--- src/bks_pkg.sv ---
// Package for the bottom-K sketch merge block: sizes, field types and opcodes.
// Used by the channel interfaces, the divider, the top level and its checker.
`timescale 1ns / 1ps
package bks_pkg;
	localparam int SLOTS       = 1024;
	localparam int K           = 64;
	localparam int WEIGHT_BITS = 20;
	localparam int SCALE_W     = 40;
	localparam int SLOT_W      = $clog2(SLOTS);
	localparam int IDX_W       = $clog2(K);
	localparam int CNT_W       = $clog2(K + 1);
	localparam int ADDR_W      = SLOT_W + IDX_W;
	localparam int DIVISOR_W   = WEIGHT_BITS + 1;
	localparam int QCNT_W      = $clog2(SCALE_W + 1);

	typedef logic [WEIGHT_BITS-1:0] weight_t;
	typedef logic [SLOT_W-1:0]      slot_t;
	typedef logic [CNT_W-1:0]       count_t;
	typedef logic [SCALE_W-1:0]     scale_t;

	localparam scale_t SCALE_RESET = SCALE_W'(60000000);
	localparam count_t K_COUNT     = CNT_W'(K);

	typedef enum logic {
		OP_INIT  = 1'b0,
		OP_MERGE = 1'b1
	} op_t;
endpackage

--- src/bks_div.sv ---
// Restoring divider, one quotient bit per cycle, for the sketch estimate.
// Depends on bks_pkg for the dividend and divisor widths.
`timescale 1ns / 1ps
module bks_div import bks_pkg::*; (
	input  logic                 clk,
	input  logic                 arst_n,
	input  logic                 start,
	input  scale_t               dividend,
	input  logic [DIVISOR_W-1:0] divisor,
	output logic                 done,
	output scale_t               quotient
);
	logic                 busy_q;
	logic                 done_q;
	logic [QCNT_W-1:0]    cnt_q;
	scale_t               q_q;
	logic [DIVISOR_W-1:0] rem_q;
	logic [DIVISOR_W-1:0] d_q;
	logic [DIVISOR_W:0]   rem_sh;
	logic [DIVISOR_W:0]   rem_sub;
	logic                 ge;

	assign rem_sh  = {rem_q, q_q[SCALE_W-1]};
	assign rem_sub = rem_sh - {1'b0, d_q};
	assign ge      = rem_sh >= {1'b0, d_q};

	always_ff @(posedge clk or negedge arst_n) begin
		if (!arst_n) begin
			busy_q <= 1'b0;
			done_q <= 1'b0;
			cnt_q  <= '0;
		end else begin
			done_q <= 1'b0;
			if (start) begin
				busy_q <= 1'b1;
				cnt_q  <= QCNT_W'(SCALE_W);
			end else if (busy_q) begin
				cnt_q <= cnt_q - 1'b1;
				if (cnt_q == QCNT_W'(1)) begin
					busy_q <= 1'b0;
					done_q <= 1'b1;
				end
			end
		end
	end

	always_ff @(posedge clk) begin
		if (start) begin
			q_q   <= dividend;
			rem_q <= '0;
			d_q   <= divisor;
		end else if (busy_q) begin
			rem_q <= ge ? rem_sub[DIVISOR_W-1:0] : rem_sh[DIVISOR_W-1:0];
			q_q   <= {q_q[SCALE_W-2:0], ge};
		end
	end

	assign done     = done_q;
	assign quotient = q_q;
endmodule

--- config.mk ---
export PLATFORM = sky130hd
export DESIGN_NAME = bks_div
export DESIGN_NICKNAME = d
export VERILOG_FILES = /design/src/bks_pkg.sv /design/src/bks_div.sv
export SDC_FILE = /design/constraint.sdc
export NUM_CORES = 1
export LEC_CHECK = 0
export ABC_CLOCK_PERIOD_IN_PS = 4300
export BUFFER_PORTS_ARGS = -buffer_cell sky130_fd_sc_hd__clkbuf_2
export CAP_MARGIN = 10
export CORE_AREA = 4 4 120 111
export CTS_CLUSTER_DIAMETER = 150
export DETAILED_ROUTE_END_ITERATION = 16
export DIE_AREA = 0 0 124 115
export PLACE_DENSITY = 0.61
export SLEW_MARGIN = 5
export SYNTH_ARGS = -nofsm -noshare
export SYNTH_HDL_FRONTEND = slang
export SYNTH_SLANG_ARGS = --single-unit
--- constraint.sdc ---
create_clock -name clk -period 4.3 [get_ports clk]
set_clock_uncertainty 0.15 [all_clocks]
set_input_delay 0.43 -clock clk [delete_from_list [all_inputs] [get_ports clk]]
set_output_delay 0.43 -clock clk [all_outputs]
set_load 0.02 [all_outputs]
==> impl_metrics.toml, run 1 <==
[setup_path]
r2r_slack_ns = 1.06
critPathKind = "flip-flop to flip-flop"
cp_data_arrival_time_ns = 3.29
worstPathCellList = "inv_1 -> ha_1 -> inv_1 -> fa_1 -> a211oi_1 -> o21ai_0 -> nand3_1 -> nand2_1 -> o21ai_4 -> buf_4 -> nor3_1 -> a22oi_1 -> a211oi_1"
critPathMaxStageDelay_ns = 0.41
critPathCaptureType = "flip-flop"
crit_required_ns = 4.35
startpoint_type = "flip-flop"
cp_slowest_cell = "edfxtp_1"
crit_fanout = 14

[drt]
drtPass1Iterations = 4
antenna_left = 0
routed_wl_um = 10070
wl_per_cell_um = 14.55
route.detailed.drc = 0
vias_per_cell = 5.046
route.vias.total = 3492
drt-initial-drc-count = 189

[floorplanning]
die_w_um = 124
fp-row-count = 38
start_util_pct = 39.89
core_area_sq_mm = 0.01193
ios = 105
die_area_sq_mm = 0.01426
die_h_um = 115

[logic_synthesis]
synth_flop_cell = "edfxtp_1"
ys_seq_area_share_pct = 51.51
ys_ff_latch = 90
netlist_area_sq_mm = 0.004761
syn-num-nets = 513
synth_cells = 425
async_reset_ff_share_pct = 8.889
synth_cell_types = 49
synth_edf_count = 61
ys_warn_count = 0
synth_area_per_cell_sq_um = 11.20

[cells_and_area]
final_cells = 692
final_util_pct = 48.12
area_growth_pct = 20.63
layout-drive-gt1-share_pct = 31.77
diodes = 0
fillers = 1111
layout.nets = 615

[timing]
hold_viol_final = 0
fin_crit_sh_pct = 75.44
fin_crit_ns = 3.244
max_freq_mhz = 308.3
rsz0062_at_grt = "false"
worst_slack_ns = 1.056
setup_tns_ns = 0
setup_violations = 0
drv_slew = 0
slew_headroom_pct = 49.32
worst-slew-pin-transition_ns = 0.7601

[worst_hold_path]
holdCritPathClass = "input pin to flip-flop"

[status]
status = "finished, final reports clean"

[clock_network]
htreeDepth = 3
clk_pin_slew_ns = 0.07
cts_made_buffers = 9
post-cts-setup-buffer-count = 0
cts_root_buf = "clkbuf_16"
cts_tree = "built"
clk_path_buf_depth = 2
clk_latency_ns = 0.35
cts.sinks = 90

[pwr]
p_total_mw = 2.178
p_sw_uw = 568.6
seqPwrFrac_pct = 48.0
p_leak_nw = 2.566
netSwitchingFraction_pct = 26.10
combPwrFrac_pct = 15.2
power.density_mw_per_mm2 = 379.3
power_frac_clock_pct = 36.8
p_int_mw = 1.610
irDropWorstVdd_mv = 0.2774

[placement]
place.gp.congestion = 0.8140
placed_cells = 675
io_buffers = 104
dpl.hpwl_um = 7370
place_worst_setup_slack_ns = 1.040

[global_route]
grt_pass1_vias = 3502
overflow = 0
grt_start_max_net_pins = 63
antenna_found_initial = 0
grt_pass1_wl_um = 16650
track_usage_pct = 14.81

[run]
maxCapViolations = 0
-- final timing paths --
kind | start | to | depth (start not counted)
max in group asynchronous | arst_n | cnt_q[2] | 2
hold / removal | divisor[6] | d_q[6] | 1
min in group asynchronous | arst_n | cnt_q[1] | 2
hold reg to reg | rem_q[14] | rem_q[15] | 2
setup reg to reg | quotient[39] | rem_q[11] | 13
setup / recovery | quotient[39] | rem_q[11] | 13
-- flip-flops by register name, summed over array words and instances, names as in the netlist --
| signal | count |
|---|---|
| d_q | 21 |
| rem_q | 21 |
| cnt_q | 6 |
| busy_q | 1 |
| quotient | 40 |
| done | 1 |
-- area by class of cell --
class	count	area [sq um]	share of cell area, %
Tap cell	160	200.2	3.486
Multi-Input combinational cell	288	2113	36.80
Inverter	28	105.1	1.830
Clock inverter	6	72.57	1.264
Sequential cell	90	2452	42.70
Clock buffer	10	229.0	3.987
Timing Repair Buffer	110	570.5	9.935
-- synthesized netlist by cell type, types with 7 or more instances --
library cell | number | area share, %
mux2i_1 | 8 | 1.7
a21o_1 | 9 | 1.4
xnor2_1 | 14 | 2.6
clkbuf_1 | 15 | 1.2
nand2_1 | 18 | 1.4
inv_1 | 28 | 2.2
mux2_2 | 40 | 9.5
nor2_1 | 53 | 4.2
dfxtp_1 | 21 | 8.8
a21oi_1 | 23 | 2.4
nor3_1 | 7 | 0.74
ha_1 | 23 | 6.0
a211oi_1 | 20 | 3.2
o21ai_0 | 16 | 1.7
dfrtp_1 | 8 | 4.2
edfxtp_1 | 61 | 38
-- power by group through the flow --
stage | Sequential [mW] | Clock, mW | Combinational, mW
6_report | 1.04 | 0.802 | 0.331
5_1_grt | 1.06 | 0.864 | 0.367
4_1_cts | 1.05 | 0.828 | 0.336
3_5_place_dp | 1.06 | 0 | 0.334
3_3_place_gp | 1.06 | 0 | 0.330
2_1_floorplan | 1.11 | 0 | 0.172
-- kinds of logic after synthesis --
family	share of synthesized area, %
flops	51.51
fa+ha+maj	6.465
xor+xnor	3.311
mux	11.14
buf+inv	4.100
compound gates	13.88
simple gates	9.593
-- through the flow --
stage / instance area (sq um) / hold WS, ns
after CTS: 5743 / 0.08463
final: 5743 / 0.1016
after global routing: 5743 / 0.09287
after global placement: 5431 / 0.1377
after detailed placement: 5431 / 0.1420
after floorplan: 4761 / -0.01559
-- layer usage --
| metal | track usage, % | share of wire (%) | up-vias |
|---|---|---|---|
| met5 | 0 | 0 | - |
| met4 | 6.350 | 2.4 | 0 |
| met3 | 3.984 | 3.9 | 14 |
| met2 | 23.21 | 48 | 44 |
| met1 | 19.36 | 46 | 1672 |
| li1 | - | - | 1762 |
-- cells in the final DEF, fill, tap and decap left out, drive strengths merged, types with 5 or more instances in the layout --
master and count:
nor3 7, nor2 53, a211oi 20, dfrtp 8
mux2i 8, dfxtp 21, nand2b 5, mux2 40
xnor2 14, inv 32, edfxtp 61, a31oi 5
clkbuf 113, a21o 9, nand2 18, a21oi 23
o21ai 18, ha 23, buf 6
-- timing repair --
item / CTS / global route
endpoints found under the hold margin: 8 / 0
resized for setup: 0 / 0
hold buffers: 1 / 0
-- critical path, delay by kind of cell, from the launching register on --
kind / cells / cell delay, ns
DFF: 1 / 0.41
adders and majority gates: 2 / 0.56
AOI/OAI and AO/OA: 5 / 1.22
buffers and inverters: 3 / 0.43
and+or+nand+nor: 3 / 0.32
(Power assumes the default switching activity.)
==> inputs of run 2 (changes only) <==
--- a/config.mk
+++ b/config.mk
@@ -5,14 +5,14 @@
 export SDC_FILE = /design/constraint.sdc
 export NUM_CORES = 1
 export LEC_CHECK = 0
-export ABC_CLOCK_PERIOD_IN_PS = 4300
+export ABC_CLOCK_PERIOD_IN_PS = 2900
 export BUFFER_PORTS_ARGS = -buffer_cell sky130_fd_sc_hd__clkbuf_2
 export CAP_MARGIN = 10
 export CORE_AREA = 4 4 120 111
 export CTS_CLUSTER_DIAMETER = 150
 export DETAILED_ROUTE_END_ITERATION = 16
 export DIE_AREA = 0 0 124 115
-export PLACE_DENSITY = 0.61
+export PLACE_DENSITY = 0.63
 export SLEW_MARGIN = 5
 export SYNTH_ARGS = -nofsm -noshare
 export SYNTH_HDL_FRONTEND = slang
==> constraint.sdc (replaced) <==
create_clock -name clk -period 2.9 [get_ports clk]
set_clock_uncertainty 0.15 [all_clocks]
set_input_delay 0.29 -clock clk [delete_from_list [all_inputs] [get_ports clk]]
set_output_delay 0.29 -clock clk [all_outputs]
set_load 0.02 [all_outputs]
==> impl_metrics.toml, run 2 (synthesis results as in run 1) <==
[setup_path]
critPathKind = "flip-flop to flip-flop"
cp_data_arrival_time_ns = 2.79
critPathCaptureType = "flip-flop"
crit_required_ns = 2.98
startpoint_type = "flip-flop"
crit_fanout = 4

[cells_and_area]
fillers = 1054
diodes = 0
final_cells = 716
area_growth_pct = 27.02
final_common_cell = "clkbuf_2"
multi_input_area_sq_mm = 0.002141
layout.nets = 639
seqCellArea_sq_mm = 0.002452
largest_reg_flops = 40
layout-drive-gt1-share_pct = 31.83
most-common-layout-cells = "clkbuf_2, edfxtp_1, nor2_1"

[clock_network]
htreeDepth = 3
clk_path_buf_depth = 2
post-cts-setup-buffer-count = 0
cts_made_buffers = 9
clk_pin_slew_ns = 0.07
cts_tree = "built"
clk_latency_ns = 0.34
cts.sinks = 90
cts_root_buf = "clkbuf_16"

[pwr]
p_sw_uw = 832.2
irDropWorstVdd_mv = 0.3631
power_frac_clock_pct = 37.4
power.density_mw_per_mm2 = 548.4
netSwitchingFraction_pct = 25.10
p_int_mw = 2.484
combPwrFrac_pct = 15.9
p_leak_nw = 2.699
seqPwrFrac_pct = 46.8
p_total_mw = 3.316

[placement]
io_buffers = 104
placed_cells = 677
dpl.hpwl_um = 7298
place.gp.congestion = 0.8766

[timing]
worst-slew-pin-transition_ns = 0.5632
fin_crit_ns = 2.712
slew_headroom_pct = 62.45
rsz0062_at_grt = "false"
setup_tns_ns = 0
fin_crit_sh_pct = 93.51
hold_viol_final = 0
setup_violations = 0
drv_slew = 0
max_freq_mhz = 368.8

[floorplanning]
die_h_um = 115
ios = 105
die_area_sq_mm = 0.01426
die_w_um = 124
start_util_pct = 39.89
core_area_sq_mm = 0.01193
fp-row-count = 38

[drt]
routed_wl_um = 10200
route.detailed.drc = 0
antenna_left = 0
drtPass1Iterations = 4
wl_per_cell_um = 14.25
route.vias.total = 3535
drt-initial-drc-count = 187
vias_per_cell = 4.937

[status]
status = "finished, final reports clean"

[global_route]
grt_pass1_wl_um = 16670
antenna_found_initial = 0
track_usage_pct = 14.76
grt_pass1_vias = 3554
grt_start_max_net_pins = 47
overflow = 0

[run]
maxCapViolations = 0

[worst_hold_path]
holdCritPathClass = "input pin to flip-flop"
[run 2: changes by cell type in the layout (fill, tap and decap cells not counted), sizes merged]
| cell | delta |
|---|---|
| clkbuf | +1 |
| inv | -4 |
| dlygate4sd3 | +21 |
| bufinv | +1 |
| buf | +2 |
| clkinv | +3 |
[run 2: cell type report]
type / instances / area share (%)
inverters: 28 / 1.738
clock buffers: 10 / 3.786
clock inverters: 6 / 1.366
multi-input cells: 288 / 35.40
well taps: 160 / 3.311
flip-flops and latches: 90 / 40.55
repair buffers: 134 / 13.84
[run 2: critical path, cell delays in order (launching register included)]
cell      delay (ns)
edfxtp_1        0.38
inv_1           0.07
ha_1            0.17
inv_1           0.06
fa_2            0.38
a211oi_4        0.28
o21ai_2         0.12
nand3_2         0.09
nand2_1         0.09
o21ai_4         0.26
mux2_2          0.37
mux2i_1         0.13
nor2_1          0.05
[run 2: power by group through the flow]
| stage | combinational, mW | sequential (mW) | clock [mW] |
|---|---|---|---|
| 2_1_floorplan | 0.256 | 1.64 | 0 |
| 3_3_place_gp | 0.493 | 1.57 | 0 |
| 3_5_place_dp | 0.498 | 1.58 | 0 |
| 4_1_cts | 0.524 | 1.55 | 1.28 |
| 5_1_grt | 0.577 | 1.57 | 1.33 |
| 6_report | 0.526 | 1.55 | 1.24 |
[run 2: worst paths after layout]
kind	startpoint	to	slack, ns	cells past startpoint
setup / recovery	quotient[39]	rem_q[2]	0.19	12
max in group asynchronous	arst_n	cnt_q[2]	2.24	2
setup reg to reg	quotient[39]	rem_q[2]	0.19	12
hold / removal	dividend[5]	quotient[5]	0.09	2
min in group asynchronous	arst_n	cnt_q[0]	0.18	2
hold reg to reg	rem_q[12]	rem_q[13]	0.35	2
[run 2: per-stage QoR]
stage / worst slack [ns] / hold WS, ns / utilization (%) / cell area, sq um
6_report: 0.1883 / 0.08943 / 50.67 / 6047
5_1_grt: 0.005864 / 0.07950 / 50.67 / 6047
4_1_cts: 0.02049 / 0.07294 / 50.27 / 6000
3_5_place_dp: 0.007457 / 0.001101 / 45.79 / 5464
3_3_place_gp: 0.1105 / -0.006675 / 45.79 / 5464
2_1_floorplan: 0.02788 / -0.1556 / - / 4766
[run 2: routing by layer]
layer,global-route usage (%),routed length (um)
met1,19.62,4689
met4,6.934,182
met2,23.14,4995
met3,3.000,334
met5,0,0
[run 2: timing repair]
| item | 4_1_cts | 5_1_grt |
|---|---|---|
| endpoints found under the setup margin | 2 | 22 |
| gates cloned | 0 | 1 |
| hold buffers | 22 | 0 |
| pin swaps | 0 | 3 |
| endpoints found under the hold margin | 29 | 0 |
| gates resized for setup | 1 | 6 |
==> inputs of run 3 (changes only) <==
--- a/config.mk
+++ b/config.mk
@@ -6,14 +6,14 @@
 export NUM_CORES = 1
 export LEC_CHECK = 0
 export ABC_CLOCK_PERIOD_IN_PS = 2900
-export BUFFER_PORTS_ARGS = -buffer_cell sky130_fd_sc_hd__clkbuf_2
-export CAP_MARGIN = 10
+export BUFFER_PORTS_ARGS = -buffer_cell sky130_fd_sc_hd__buf_4
+export CAP_MARGIN = 20
 export CORE_AREA = 4 4 120 111
 export CTS_CLUSTER_DIAMETER = 150
 export DETAILED_ROUTE_END_ITERATION = 16
 export DIE_AREA = 0 0 124 115
 export PLACE_DENSITY = 0.63
-export SLEW_MARGIN = 5
+export SLEW_MARGIN = 20
 export SYNTH_ARGS = -nofsm -noshare
 export SYNTH_HDL_FRONTEND = slang
 export SYNTH_SLANG_ARGS = --single-unit
==> impl_metrics.toml, run 3 (synthesis results as in run 1) <==
[pwr]
power.density_mw_per_mm2 = 528.3
p_sw_uw = 855.9
power_frac_clock_pct = 35.5
netSwitchingFraction_pct = 25.80
p_int_mw = 2.461
seqPwrFrac_pct = 46.8
irDropWorstVdd_mv = 0.3966
p_total_mw = 3.317
combPwrFrac_pct = 17.7
p_leak_nw = 2.745

[setup_path]
cp_data_arrival_time_ns = 2.85
crit_required_ns = 3.01
startpoint_type = "flip-flop"
critPathMaxStageDelay_ns = 0.41
worstPathCellList = "ha_1 -> a21o_1 -> a21oi_1 -> nand4b_1 -> and3_4 -> o41a_1 -> a211o_1 -> a311oi_1"
critPathKind = "flip-flop to flip-flop"
crit_fanout = 5
cp_slowest_cell = "o41a_1"
critPathCaptureType = "flip-flop"

[floorplanning]
ios = 105
start_util_pct = 39.89
core_area_sq_mm = 0.01193
fp-row-count = 38
die_w_um = 124
die_area_sq_mm = 0.01426
die_h_um = 115

[timing]
worst-slew-pin-transition_ns = 0.7221
slew_headroom_pct = 51.86
fin_crit_ns = 2.738
rsz0062_at_grt = "false"
drv_slew = 0
setup_violations = 0
hold_viol_final = 0
fin_crit_sh_pct = 94.43
max_freq_mhz = 365.2

[clock_network]
cts_tree = "built"
cts_made_buffers = 9
cts_root_buf = "clkbuf_16"
clk_pin_slew_ns = 0.07
clk_latency_ns = 0.35
cts.sinks = 90
clk_path_buf_depth = 2
htreeDepth = 3

[cells_and_area]
area_growth_pct = 31.88
largest_reg_flops = 40
layout.nets = 639
layout-drive-gt1-share_pct = 32.19
diodes = 0
final_common_cell = "buf_4"
final_cells = 716
most-common-layout-cells = "buf_4, edfxtp_1, nor2_1"

[global_route]
antenna_found_initial = 0
overflow = 0
track_usage_pct = 15.44
grt_start_max_net_pins = 61
grt_pass1_vias = 3534
grt_pass1_wl_um = 17350

[drt]
route.detailed.drc = 0
routed_wl_um = 10740
antenna_left = 0
drtPass1Iterations = 4
route.vias.total = 3544
wl_per_cell_um = 15.00
drt-initial-drc-count = 214
vias_per_cell = 4.950

[run]
maxCapViolations = 0

[placement]
place.gp.congestion = 0.8370
placed_cells = 677
dpl.hpwl_um = 7669
io_buffers = 104

[worst_hold_path]
holdCritPathClass = "input pin to flip-flop"

[status]
status = "finished, final reports clean"
-- run 3: repair_timing --
action,in CTS,in global routing
endpoints found under the setup margin,4,22
setup buffers,0,1
resized for setup,2,8
endpoints found under the hold margin,29,0
hold buffers,22,0
pin swaps,0,3
-- run 3: power by group through the flow --
stage / logic, mW / registers [mW] / clock network [mW]
after floorplan: 0.256 / 1.64 / 0
after global placement: 0.551 / 1.57 / 0
after detailed placement: 0.557 / 1.58 / 0
after CTS: 0.583 / 1.55 / 1.22
after global routing: 0.637 / 1.57 / 1.27
final: 0.587 / 1.55 / 1.18
-- run 3: metrics by stage --
stage / hold slack, ns / utilization, % / area, sq um / setup WS, ns / TNS (ns)
final: 0.07089 / 52.61 / 6279 / 0.1617 / 0
after global routing: 0.07490 / 52.61 / 6279 / 0.003340 / 0
after CTS: 0.05778 / 52.32 / 6243 / 0.04206 / 0
after detailed placement: -0.03513 / 47.95 / 5722 / -0.01551 / -0.04224
after global placement: -0.03768 / 47.95 / 5722 / 0.09696 / 0
after floorplan: -0.1556 / - / 4766 / 0.02788 / 0
-- run 3: final timing paths --
kind                             startpoint          end  slack (ns)  cells past startpoint
worst min register to register    rem_q[14]    rem_q[15]        0.35                      2
worst max-delay path               rem_q[2]    rem_q[13]        0.16                      8
max in group asynchronous            arst_n     cnt_q[0]        2.33                      2
worst min-delay path            dividend[0]  quotient[0]        0.07                      3
min in group asynchronous            arst_n     cnt_q[4]        0.14                      2
worst max register to register     rem_q[2]    rem_q[13]        0.16                      8
-- run 3: layer usage --
| metal | global-route usage (%) | up-vias | wire length (um) |
|---|---|---|---|
| li1 | - | 1804 | - |
| met1 | 20.07 | 1674 | 4856 |
| met2 | 25.23 | 57 | 5430 |
| met3 | 4.378 | 9 | 333 |
| met4 | 4.453 | 0 | 122 |
| met5 | 0 | - | 0 |
-- run 3: critical path, delay by kind of cell (launching register included) --
kind                       cells  cell delay [ns]
DFF                            1             0.34
adders and majority gates      1             0.36
AOI/OAI and AO/OA              5             1.34
and+or+nand+nor                2             0.44
-- run 3: final cells by class --
type | instances | area, sq um
tap | 160 | 200.2
clock buffer | 10 | 229.0
multi-input combinational | 288 | 2147
timing repair buffer | 134 | 1077
inverter | 28 | 105.1
sequential | 90 | 2452
fill | 1057 | 5655
clock inverter | 6 | 67.56
